**src/sv/ifse_pkg.sv**
```systemverilog
`timescale 1ns / 1ps
// Shared constants, types and the stuffing function of the information frame encoder.
package ifse_pkg;

  localparam logic [7:0] FRAME_FLAG     = 8'h7E;
  localparam logic [7:0] ESCAPE_BYTE    = 8'h7D;
  localparam logic [7:0] ESCAPED_FLAG   = 8'h5E;
  localparam logic [7:0] ESCAPED_ESCAPE = 8'h5D;

  // Longest burst one input beat can cause: header, stuffed data, stuffed BCC2, flag.
  localparam int MAX_BYTES = 9;
  localparam int CNT_W     = $clog2(MAX_BYTES + 1);

  localparam logic [1:0] REG_ADDRESS   = 2'd0;
  localparam logic [1:0] REG_CTRL_ZERO = 2'd1;
  localparam logic [1:0] REG_CTRL_ONE  = 2'd2;

  typedef struct packed {
    logic       two;
    logic [7:0] b1;
    logic [7:0] b0;
  } stuff_t;

  typedef struct packed {
    logic [MAX_BYTES-1:0][7:0] bytes;
    logic [CNT_W-1:0]          cnt;
    logic                      closes;
  } burst_t;

  function automatic stuff_t stuff(input logic [7:0] v);
    stuff_t s;
    s.two = 1'b0;
    s.b0  = v;
    s.b1  = ESCAPED_FLAG;
    if (v == FRAME_FLAG) begin
      s.two = 1'b1;
      s.b0  = ESCAPE_BYTE;
      s.b1  = ESCAPED_FLAG;
    end else if (v == ESCAPE_BYTE) begin
      s.two = 1'b1;
      s.b0  = ESCAPE_BYTE;
      s.b1  = ESCAPED_ESCAPE;
    end
    return s;
  endfunction

endpackage

```
**src/sv/ifse_pack.sv**
```systemverilog
`timescale 1ns / 1ps
// Builds the burst of line bytes that one payload beat produces.
module ifse_pack (
  input  logic [7:0]       payload_byte,
  input  logic             final_byte,
  input  logic             sequence_bit,
  input  logic             inside_frame,
  input  logic [7:0]       payload_xor,
  input  logic [7:0]       address_byte,
  input  logic [7:0]       control_seq_zero,
  input  logic [7:0]       control_seq_one,
  output ifse_pkg::burst_t burst,
  output logic [7:0]       xor_nxt
);

  logic [7:0]                 ctrl;
  logic [7:0]                 bcc2;
  logic [ifse_pkg::CNT_W-1:0] n;
  ifse_pkg::stuff_t           sd;
  ifse_pkg::stuff_t           sb;

  assign ctrl = sequence_bit ? control_seq_one : control_seq_zero;
  // A new frame starts its running XOR from zero.
  assign bcc2 = (inside_frame ? payload_xor : 8'h00) ^ payload_byte;
  assign xor_nxt = bcc2;
  assign sd = ifse_pkg::stuff(payload_byte);
  assign sb = ifse_pkg::stuff(bcc2);

  always_comb begin
    burst = '0;
    n     = '0;
    if (!inside_frame) begin
      burst.bytes[0] = ifse_pkg::FRAME_FLAG;
      burst.bytes[1] = address_byte;
      burst.bytes[2] = ctrl;
      burst.bytes[3] = address_byte ^ ctrl;
      n = ifse_pkg::CNT_W'(4);
    end
    burst.bytes[n] = sd.b0;
    n = n + ifse_pkg::CNT_W'(1);
    if (sd.two) begin
      burst.bytes[n] = sd.b1;
      n = n + ifse_pkg::CNT_W'(1);
    end
    if (final_byte) begin
      burst.bytes[n] = sb.b0;
      n = n + ifse_pkg::CNT_W'(1);
      if (sb.two) begin
        burst.bytes[n] = sb.b1;
        n = n + ifse_pkg::CNT_W'(1);
      end
      burst.bytes[n] = ifse_pkg::FRAME_FLAG;
      n = n + ifse_pkg::CNT_W'(1);
      burst.closes = 1'b1;
    end
    burst.cnt = n;
  end

endmodule

```
**src/sv/info_frame_stuffing_encoder.sv**
```systemverilog
`timescale 1ns / 1ps
// Information frame encoder: takes one payload byte per beat and sends a byte-stuffed
// frame, one line byte per beat. The first byte of a frame brings the opening flag,
// address, control byte (picked by in_tuser) and BCC1; the beat marked in_tlast adds the
// stuffed BCC2 and the closing flag, marked by out_tuser. An input beat produces 1 or 2 line
// bytes for a byte in the middle of a frame, up to 6 for the first byte of a frame, up to 5
// for its final byte and up to 9 for a one-byte frame. The output register moves one line
// byte per cycle while out_tready does not stall it; the next input beat is taken in the
// same cycle the last byte of the previous burst moves to the output register.
// Configuration takes effect at the next frame header.
module info_frame_stuffing_encoder (
  input  logic       clk,
  input  logic       rst_n,
  input  logic       in_tvalid,
  output logic       in_tready,
  input  logic [7:0] in_tdata,   // [7:0] payload_byte
  input  logic       in_tlast,   // final_byte
  input  logic       in_tuser,   // [0] sequence_bit
  output logic       out_tvalid,
  input  logic       out_tready,
  output logic [7:0] out_tdata,  // [7:0] line_byte
  output logic       out_tlast,  // run_last
  output logic       out_tuser,  // [0] frame_closed
  input  logic       cfg_we,
  input  logic [1:0] cfg_addr,
  input  logic [7:0] cfg_wdata
);

  logic [7:0] address_r;
  logic [7:0] ctrl_zero_r;
  logic [7:0] ctrl_one_r;
  logic       inside_r;
  logic [7:0] xor_r;

  logic [ifse_pkg::MAX_BYTES-1:0][7:0] bytes_r;
  logic [ifse_pkg::MAX_BYTES-1:0][7:0] bytes_nxt;
  logic [ifse_pkg::CNT_W-1:0]          cnt_r;
  logic [ifse_pkg::CNT_W-1:0]          cnt_nxt;
  logic                                close_r;

  logic       out_tvalid_r;
  logic [7:0] out_tdata_r;
  logic       out_tlast_r;
  logic       out_tuser_r;

  ifse_pkg::burst_t burst;
  logic [7:0]       xor_nxt;
  logic             pop;
  logic             accept;

  ifse_pack u_pack (
    .payload_byte     (in_tdata),
    .final_byte       (in_tlast),
    .sequence_bit     (in_tuser),
    .inside_frame     (inside_r),
    .payload_xor      (xor_r),
    .address_byte     (address_r),
    .control_seq_zero (ctrl_zero_r),
    .control_seq_one  (ctrl_one_r),
    .burst            (burst),
    .xor_nxt          (xor_nxt)
  );

  assign pop       = (cnt_r != '0) && (!out_tvalid_r || out_tready);
  assign in_tready = (cnt_r == '0) || ((cnt_r == ifse_pkg::CNT_W'(1)) && pop);
  assign accept    = in_tvalid && in_tready;

  always_comb begin
    bytes_nxt = bytes_r;
    cnt_nxt   = cnt_r;
    if (pop) begin
      for (int i = 0; i < ifse_pkg::MAX_BYTES - 1; i++) begin
        bytes_nxt[i] = bytes_r[i+1];
      end
      cnt_nxt = cnt_r - ifse_pkg::CNT_W'(1);
    end
    if (accept) begin
      bytes_nxt = burst.bytes;
      cnt_nxt   = burst.cnt;
    end
  end

  always_ff @(posedge clk) begin
    if (!rst_n) begin
      address_r    <= 8'd3;
      ctrl_zero_r  <= 8'd0;
      ctrl_one_r   <= 8'd128;
      inside_r     <= 1'b0;
      xor_r        <= 8'h00;
      cnt_r        <= '0;
      out_tvalid_r <= 1'b0;
    end else begin
      if (cfg_we) begin
        unique case (cfg_addr)
          ifse_pkg::REG_ADDRESS:   address_r   <= cfg_wdata;
          ifse_pkg::REG_CTRL_ZERO: ctrl_zero_r <= cfg_wdata;
          ifse_pkg::REG_CTRL_ONE:  ctrl_one_r  <= cfg_wdata;
          default: ;
        endcase
      end
      if (accept) begin
        inside_r <= !in_tlast;
        xor_r    <= in_tlast ? 8'h00 : xor_nxt;
      end
      cnt_r <= cnt_nxt;
      if (pop) begin
        out_tvalid_r <= 1'b1;
      end else if (out_tready) begin
        out_tvalid_r <= 1'b0;
      end
    end
  end

  always_ff @(posedge clk) begin
    bytes_r <= bytes_nxt;
    if (accept) begin
      close_r <= burst.closes;
    end
    if (pop) begin
      out_tdata_r <= bytes_r[0];
      out_tlast_r <= (cnt_r == ifse_pkg::CNT_W'(1));
      out_tuser_r <= close_r && (cnt_r == ifse_pkg::CNT_W'(1));
    end
  end

  assign out_tvalid = out_tvalid_r;
  assign out_tdata  = out_tdata_r;
  assign out_tlast  = out_tlast_r;
  assign out_tuser  = out_tuser_r;

`ifndef SYNTH
  a_cnt_bound: assert property (@(posedge clk) disable iff (!rst_n)
    cnt_r <= ifse_pkg::CNT_W'(ifse_pkg::MAX_BYTES))
    else $error("burst count beyond the longest burst");

  a_accept_drained: assert property (@(posedge clk) disable iff (!rst_n)
    accept |-> (cnt_r <= ifse_pkg::CNT_W'(1)))
    else $error("input beat taken while a burst is still pending");

  a_accept_fills: assert property (@(posedge clk) disable iff (!rst_n)
    accept |=> (cnt_r != '0))
    else $error("accepted beat left no line bytes");

  a_close_is_last: assert property (@(posedge clk) disable iff (!rst_n)
    (out_tvalid && out_tuser) |-> (out_tlast && out_tdata == ifse_pkg::FRAME_FLAG))
    else $error("closing flag not at the end of its burst");
`endif

endmodule
```
**config.mk**
```make
export PLATFORM = sky130hd
export DESIGN_NAME = info_frame_stuffing_encoder
export DESIGN_NICKNAME = d
export VERILOG_FILES = /design/src/sv/ifse_pkg.sv /design/src/sv/ifse_pack.sv /design/src/sv/info_frame_stuffing_encoder.sv
export SDC_FILE = /design/constraint.sdc
export NUM_CORES = 1
export LEC_CHECK = 0
export BUFFER_PORTS_ARGS = -buffer_cell sky130_fd_sc_hd__buf_2
export CAP_MARGIN = 10
export CORE_UTILIZATION = 50
export CTS_BUF_LIST = sky130_fd_sc_hd__clkbuf_4 sky130_fd_sc_hd__clkbuf_8
export DETAILED_ROUTE_END_ITERATION = 6
export PLACE_DENSITY = 0.73
export SETUP_SLACK_MARGIN = 0.1
export SLEW_MARGIN = 5
export SYNTH_ARGS = -nofsm -noshare
export SYNTH_HDL_FRONTEND = slang
export SYNTH_HIERARCHICAL = 1
export SYNTH_SLANG_ARGS = --single-unit
```
**constraint.sdc**
```tcl
create_clock -name clk -period 6.8 [get_ports clk]
set_input_delay 0.68 -clock clk [delete_from_list [all_inputs] [get_ports clk]]
set_output_delay 0.68 -clock clk [all_outputs]
set_load 0.01 [all_outputs]
```
## After elaboration in Yosys (flattened, before gate mapping)

Cells that the tools add are included.

| storage, ports and cells | value |
|---|---|
| logic and storage cells | 107 |
| flip-flop bits (word level) | 121 |
| input port bits | 25 |

| operators by class | value |
|---|---|
| muxes and demuxes | 38 |
| bitwise logic cells | 5 |
| reductions and logical operators | 21 |
| add/sub/neg operators | 6 |
| order comparisons | 10 |
| eq/ne operators | 7 |

Operator list:

| cell | count |
|---|---|
| bitwise mux 72 bit | 4 |
| 2-to-1 mux 72 bit | 4 |
| demux 8 bit (select 4 bit) | 5 |
| 2-to-1 mux 64 bit | 2 |
| 2-to-1 mux 17 bit | 4 |
| 2-to-1 mux 8 bit | 8 |
| bitwise OR 54 bit | 1 |
| == test 8 x 7 -> 1 bit, second input constant | 4 |
| 2-to-1 mux 32 bit | 1 |
| 2-to-1 mux 4 bit | 6 |
| less-than comparator 4 x 5 -> 1 bit, second input constant | 4 |
| bitwise AND 18 bit | 1 |
| NOT 18 bit | 1 |
| adder 4 x 1 -> 4 bit, second input constant | 4 |
| >= comparator 4 x 1 -> 1 bit, second input constant | 4 |
| bitwise XOR 8 bit | 2 |
| logical AND 1 bit | 9 |
| AND reduction 2 bit | 3 |
| less-than comparator 3 x 5 -> 1 bit, second input constant | 1 |
| adder 3 x 1 -> 4 bit, second input constant | 1 |
| == test 4 x 1 -> 1 bit, second input constant | 1 |
| logical NOT 4 bit | 1 |
| nonzero test 2 bit | 2 |
| nonzero test 4 bit | 1 |
| 9 further kinds | 13 |

## Longest topological paths before layout

| depth | value |
|---|---|
| word-level depth | 16 |
| depth in mapped cells | 14 |
| mapped depth without buffers | 12 |

## Hierarchy

Netlist, hierarchy kept.

By module, submodules not included:

| module | seq. area each (um2) | area an instance (um2) | cells an instance | instances |
|---|---|---|---|---|
| info_frame_stuffing_encoder | 3253.1 | 4865.9 | 449 | 1 |
| ifse_pack | 0.0 | 2414.8 | 401 | 1 |

## Worst setup path after synthesis

Ideal clock, no wire load.

| path | value |
|---|---|
| kind | register to register |
| start | register cnt_r[0] (netlist name) |
| end | register bytes_r[0] (netlist name) (enable) |
| clock period less this slack | 5993 ps |
| path buffers | 1 |
| path slack | 807 ps |
| data required time | 6226 ps |
| cell stages (with the launch flop) | 6 |
| arrival | 5418 ps |
| setup time | 574 ps |
| path through | dfxtp_1 -> inv_1 -> ha_1 -> buf_4 -> nor3b_1 -> o21ai_0 |

| on the way | value |
|---|---|
| word-level cells in the longest chain between the ends | 6 |
| elaborated cells between the ends (all ways) | 8 |
| those cells by class | eq/ne: 1; reduce/logical: 7 |

RTL lines:

| what | line | source |
|---|---|---|
| from (decl) | info_frame_stuffing_encoder.sv:37 | `logic [ifse_pkg::CNT_W-1:0] cnt_r;` |
| from (signal assigned) | info_frame_stuffing_encoder.sv:105 | `cnt_r <= cnt_nxt;` |
| nonzero test 4 bit | info_frame_stuffing_encoder.sv:64 | `assign pop = (cnt_r != '0) && (!out_tvalid_r \|\| out_tready);` |
| logical AND 1 bit | info_frame_stuffing_encoder.sv:64 |  |
| logical AND 1 bit | info_frame_stuffing_encoder.sv:65 | `assign in_tready = (cnt_r == '0) \|\| ((cnt_r == ifse_pkg::CNT_W'(1)) && pop);` |
| logical OR 1 bit | info_frame_stuffing_encoder.sv:65 |  |
| logical AND 1 bit | info_frame_stuffing_encoder.sv:66 | `assign accept = in_tvalid && in_tready;` |
| nonzero test 2 bit (no source line) (*) | -- |  |
| to (signal assigned) | info_frame_stuffing_encoder.sv:115 | `bytes_r <= bytes_nxt;` |
| to (decl) | info_frame_stuffing_encoder.sv:35 | `logic [ifse_pkg::MAX_BYTES-1:0][7:0] bytes_r;` |

Mark *: on every way between the ends. The rest lies on a longest branch, timed or not.
A chain may end at the register's enable or synchronous reset.

==> reports/results.tsv <==
stage	metric	value	unit
yosys	cell area after synthesis	7280	um2
outcome	status	complete, no violations	
timing	clock skew	0.0128	ns
routing	antenna viol nets, final	0	
yosys	Post-Synthesis Cells	850	
cells_and_area	n_diodes	0	
timing	minimum clock period	4.72	ns
routing	Pre-antenna DRT Iters	5	
timing	Final Max Tran Viols	0	
worst_setup_path	Top delay family on crit path	compound AO/OA/AOI/OAI gates	
yosys	EDFF count, synth	83	
flow_run	max-cap viol count	0	
pwr	Sw Pwr	1.19	mW
yosys	Post-Synth Simple-Gate Area	25.8	%
clocking	htree depth	4	
timing	worst relative slew slack	27.8	%
timing	f_max	0.212	GHz
timing	final setup vio count	0	
yosys	post-synthesis cell type count	79	
floorplan	die area	15000	um2
worst_setup_path	CP Class	reg2reg	
clocking	Worst-Skew Late Latency	0.45	ns
clocking	CTS tree	yes	
clocking	Post-CTS Repair Setup Buffers	0	
worst_setup_path	crit path max fanout	39	
yosys	mux cell area share after synthesis	4.81	%
routing	Vias/cell	5.89	
yosys	main flop type after synthesis	edfxtp_1	
grt	initial antenna violation count	0	
timing	period utilization	69.3	%
pwr	PwrDens	406	nW/um2
floorplan	FP Rows	43	
yosys	Adder-Cell Fraction of Synth Area	2.41	%
pwr	share of power burned in registers	43.3	%
yosys	Ys Warns	6	
timing	endpoints failing hold	0	
grt	vias in the first global route	5744	
routing	vias	6154	
worst_setup_path	Max stage delay on crit path	0.82	ns
yosys	Compound-Gate Fraction of Synth Area	13.8	%
worst_setup_path	WP data required	7.00	ns
placement	PortBufs	36	
clocking	CTS root buffer	clkbuf_8	
yosys	largest family of logic cells by synthesized area	simple AND/OR/NAND/NOR gates	
yosys	Seq/Total Area, Yosys	44.7	%
worst_setup_path	Crit path buffers/inverters	3	
grt	largest net degree at the start of global routing	86	
pwr	switching fraction of total power	37.3	%
clocking	Clock Tree Buf Depth	2	
pwr	Comb power frac	34.7	%
clocking	PostCTS Resize Cnt	0	
cells_and_area	nets@finish	891	
routing	Post-Route WL	20000	um
yosys	cell taking the most area after synthesis	edfxtp_1	
floorplan	I/O pins	37	
floorplan	Die H	123	um
clocking	clock sinks	121	
floorplan	Starting Density	51.8	%
yosys	flops & latches, synth	121	
pwr	Int Pwr	2.00	mW
yosys	FFs w/ async S/R, synth	0	%
clocking	Post-CTS Hold Buffers	0	
routing	WL/cell	19.1	um
yosys	Post-Syn Area per Cell	8.57	um2
pwr	Leak	3.33	nW
yosys	Yosys top cell area share	34.2	%
timing	worst-margin pin slew	1.08	ns
floorplan	Die W	123	um
cells_and_area	share of cells above drive strength 1	10.2	%
routing	DRT iter0 DRCs	554	
worst_hold_path	min-delay worst type	reg2reg	
grt	GR Overflow Total	0	
worst_setup_path	Slowest-stage cell, CP	dfxtp_2	
placement	gpl congestion	1.09	
grt	All-Layer GR Usage	28.4	%
pwr	Final Power	3.18	mW
yosys	XOR/XNOR Fraction of Synth Area	2.77	%
clocking	TritonCTS buffer count	17	
worst_setup_path	Setup crit end kind	flop	
floorplan	Placeable Area	14000	um2
clocking	Clock Pin Slew Worst Setup and Hold Paths	0.07	ns
yosys	top cells by area, synth	edfxtp_1 (34%), nand2_1 (14%), dfxtp_1 (10%), mux2i_1 (4.8%), nor2_1 (3.6%)	
pwr	clock share of power	22.0	%
timing	RSZ-0062 raised after global routing	no	
timing	total negative slack	0	ns
worst_setup_path	type of origin of the critical path	flop	
routing	DR DRC count	0	
placement	post-DP HPWL	13700	um
worst_setup_path	cells along the critical path	buf_4, nand4b_1, o32a_1, a222oi_1, buf_4, and2_1, ha_1, inv_1, a2111oi_0, nor2_1, a31o_1, nand2_1, nand2_1	
grt	first-pass GRT wire length	31500	um
cells_and_area	area delta synth->final	7.63	%
worst_setup_path	Arr. time, crit path	4.92	ns
pwr	peak supply drop	0.337	mV
==> per-stage QoR <==
step	setup slack, ns	instances	utilization [%]	hold WS, ns	cell area, um2
after floorplan	0.807	851	-	0.400	7280
after global placement	2.15	1013	52.8	0.402	7410
after detailed placement	2.27	1013	52.8	0.405	7410
after CTS	2.25	1045	55.8	0.421	7840
after global routing	1.65	1045	55.8	0.440	7840
final	2.08	1045	55.8	0.420	7840
==> worst reg2reg max path, delay by kind of cell, from the launching register on <==
kind / cells / cell delay, ns
flops: 1 / 0.82
buf+inv: 3 / 0.87
simple gates: 5 / 0.98
compound gates: 4 / 1.41
fa+ha+maj: 1 / 0.39
==> worst paths after layout <==
path,startpoint,endpoint,slack [ns],depth (start not counted)
setup / recovery,inside_r,bytes_r[31],2.08,13
hold / removal,bytes_r[3],out_tdata[3],0.42,0
setup reg to reg,inside_r,bytes_r[31],2.08,13
hold reg to reg,bytes_r[3],out_tdata[3],0.42,0
==> Yosys cell counts (all sizes together), types with 13 or more instances <==
| master | number |
|---|---|
| a31oi | 15 |
| a21oi | 31 |
| nand2 | 266 |
| buf | 42 |
| dfxtp | 38 |
| edfxtp | 83 |
| nor2 | 70 |
| mux2i | 35 |
| o21ai | 34 |
| clkbuf | 20 |
| ha | 14 |
| inv | 17 |
| nand3 | 27 |
| xnor2 | 13 |
==> routing by layer <==
metal | track usage (%) | share of wire, % | up-vias
met2 | 44.0 | 46 | 296
met4 | 12.9 | 3.5 | 0
met1 | 36.4 | 43 | 2861
li1 | - | - | 2954
met3 | 8.41 | 8.1 | 43
met5 | 0 | 0 | -
==> cells in the final DEF, fill, tap and decap left out, drive strengths merged, types with 17 or more instances in the layout <==
master and n:
mux2i 35, buf 44, dfxtp 38, nand2 266, nor2 70, clkbuf 22
edfxtp 83, a21oi 31, inv 17, o21ai 34, nand3 27
==> cells by family after synthesis <==
kind of cell               Yosys count
other                                1
muxes                               35
xor gates and xnor gates            23
buffers and inverters               80
and+or+nand+nor                    429
AOI/OAI and AO/OA                  147
adders and majority gates           14
DFF                                121
==> state kept, by name, summed over array words and instances, names as in the netlist, 4 cells and up <==
signal / flops
address_r: 8
cnt_r: 4
ctrl_zero_r: 8
out_tdata: 8
ctrl_one_r: 8
xor_r: 8
bytes_r: 72
==> power by group through the flow <==
stage	logic (mW)	clock network (mW)	registers (mW)
after global placement	1.09	0	1.38
after CTS	1.10	0.714	1.38
after global routing	1.24	0.742	1.41
after floorplan	0.834	0	1.41
final	1.10	0.701	1.38
after detailed placement	1.10	0	1.39
==> final cells by class <==
type	instances	area, um2
fillers	1281	6210
multi-input cells	650	3620
repair buffers	44	240
inverters	18	70.1
well taps	180	225
clock inverters	10	150
flip-flops and latches	121	3250
clock buffers	22	272
Power figures use the tool's default switching activity.
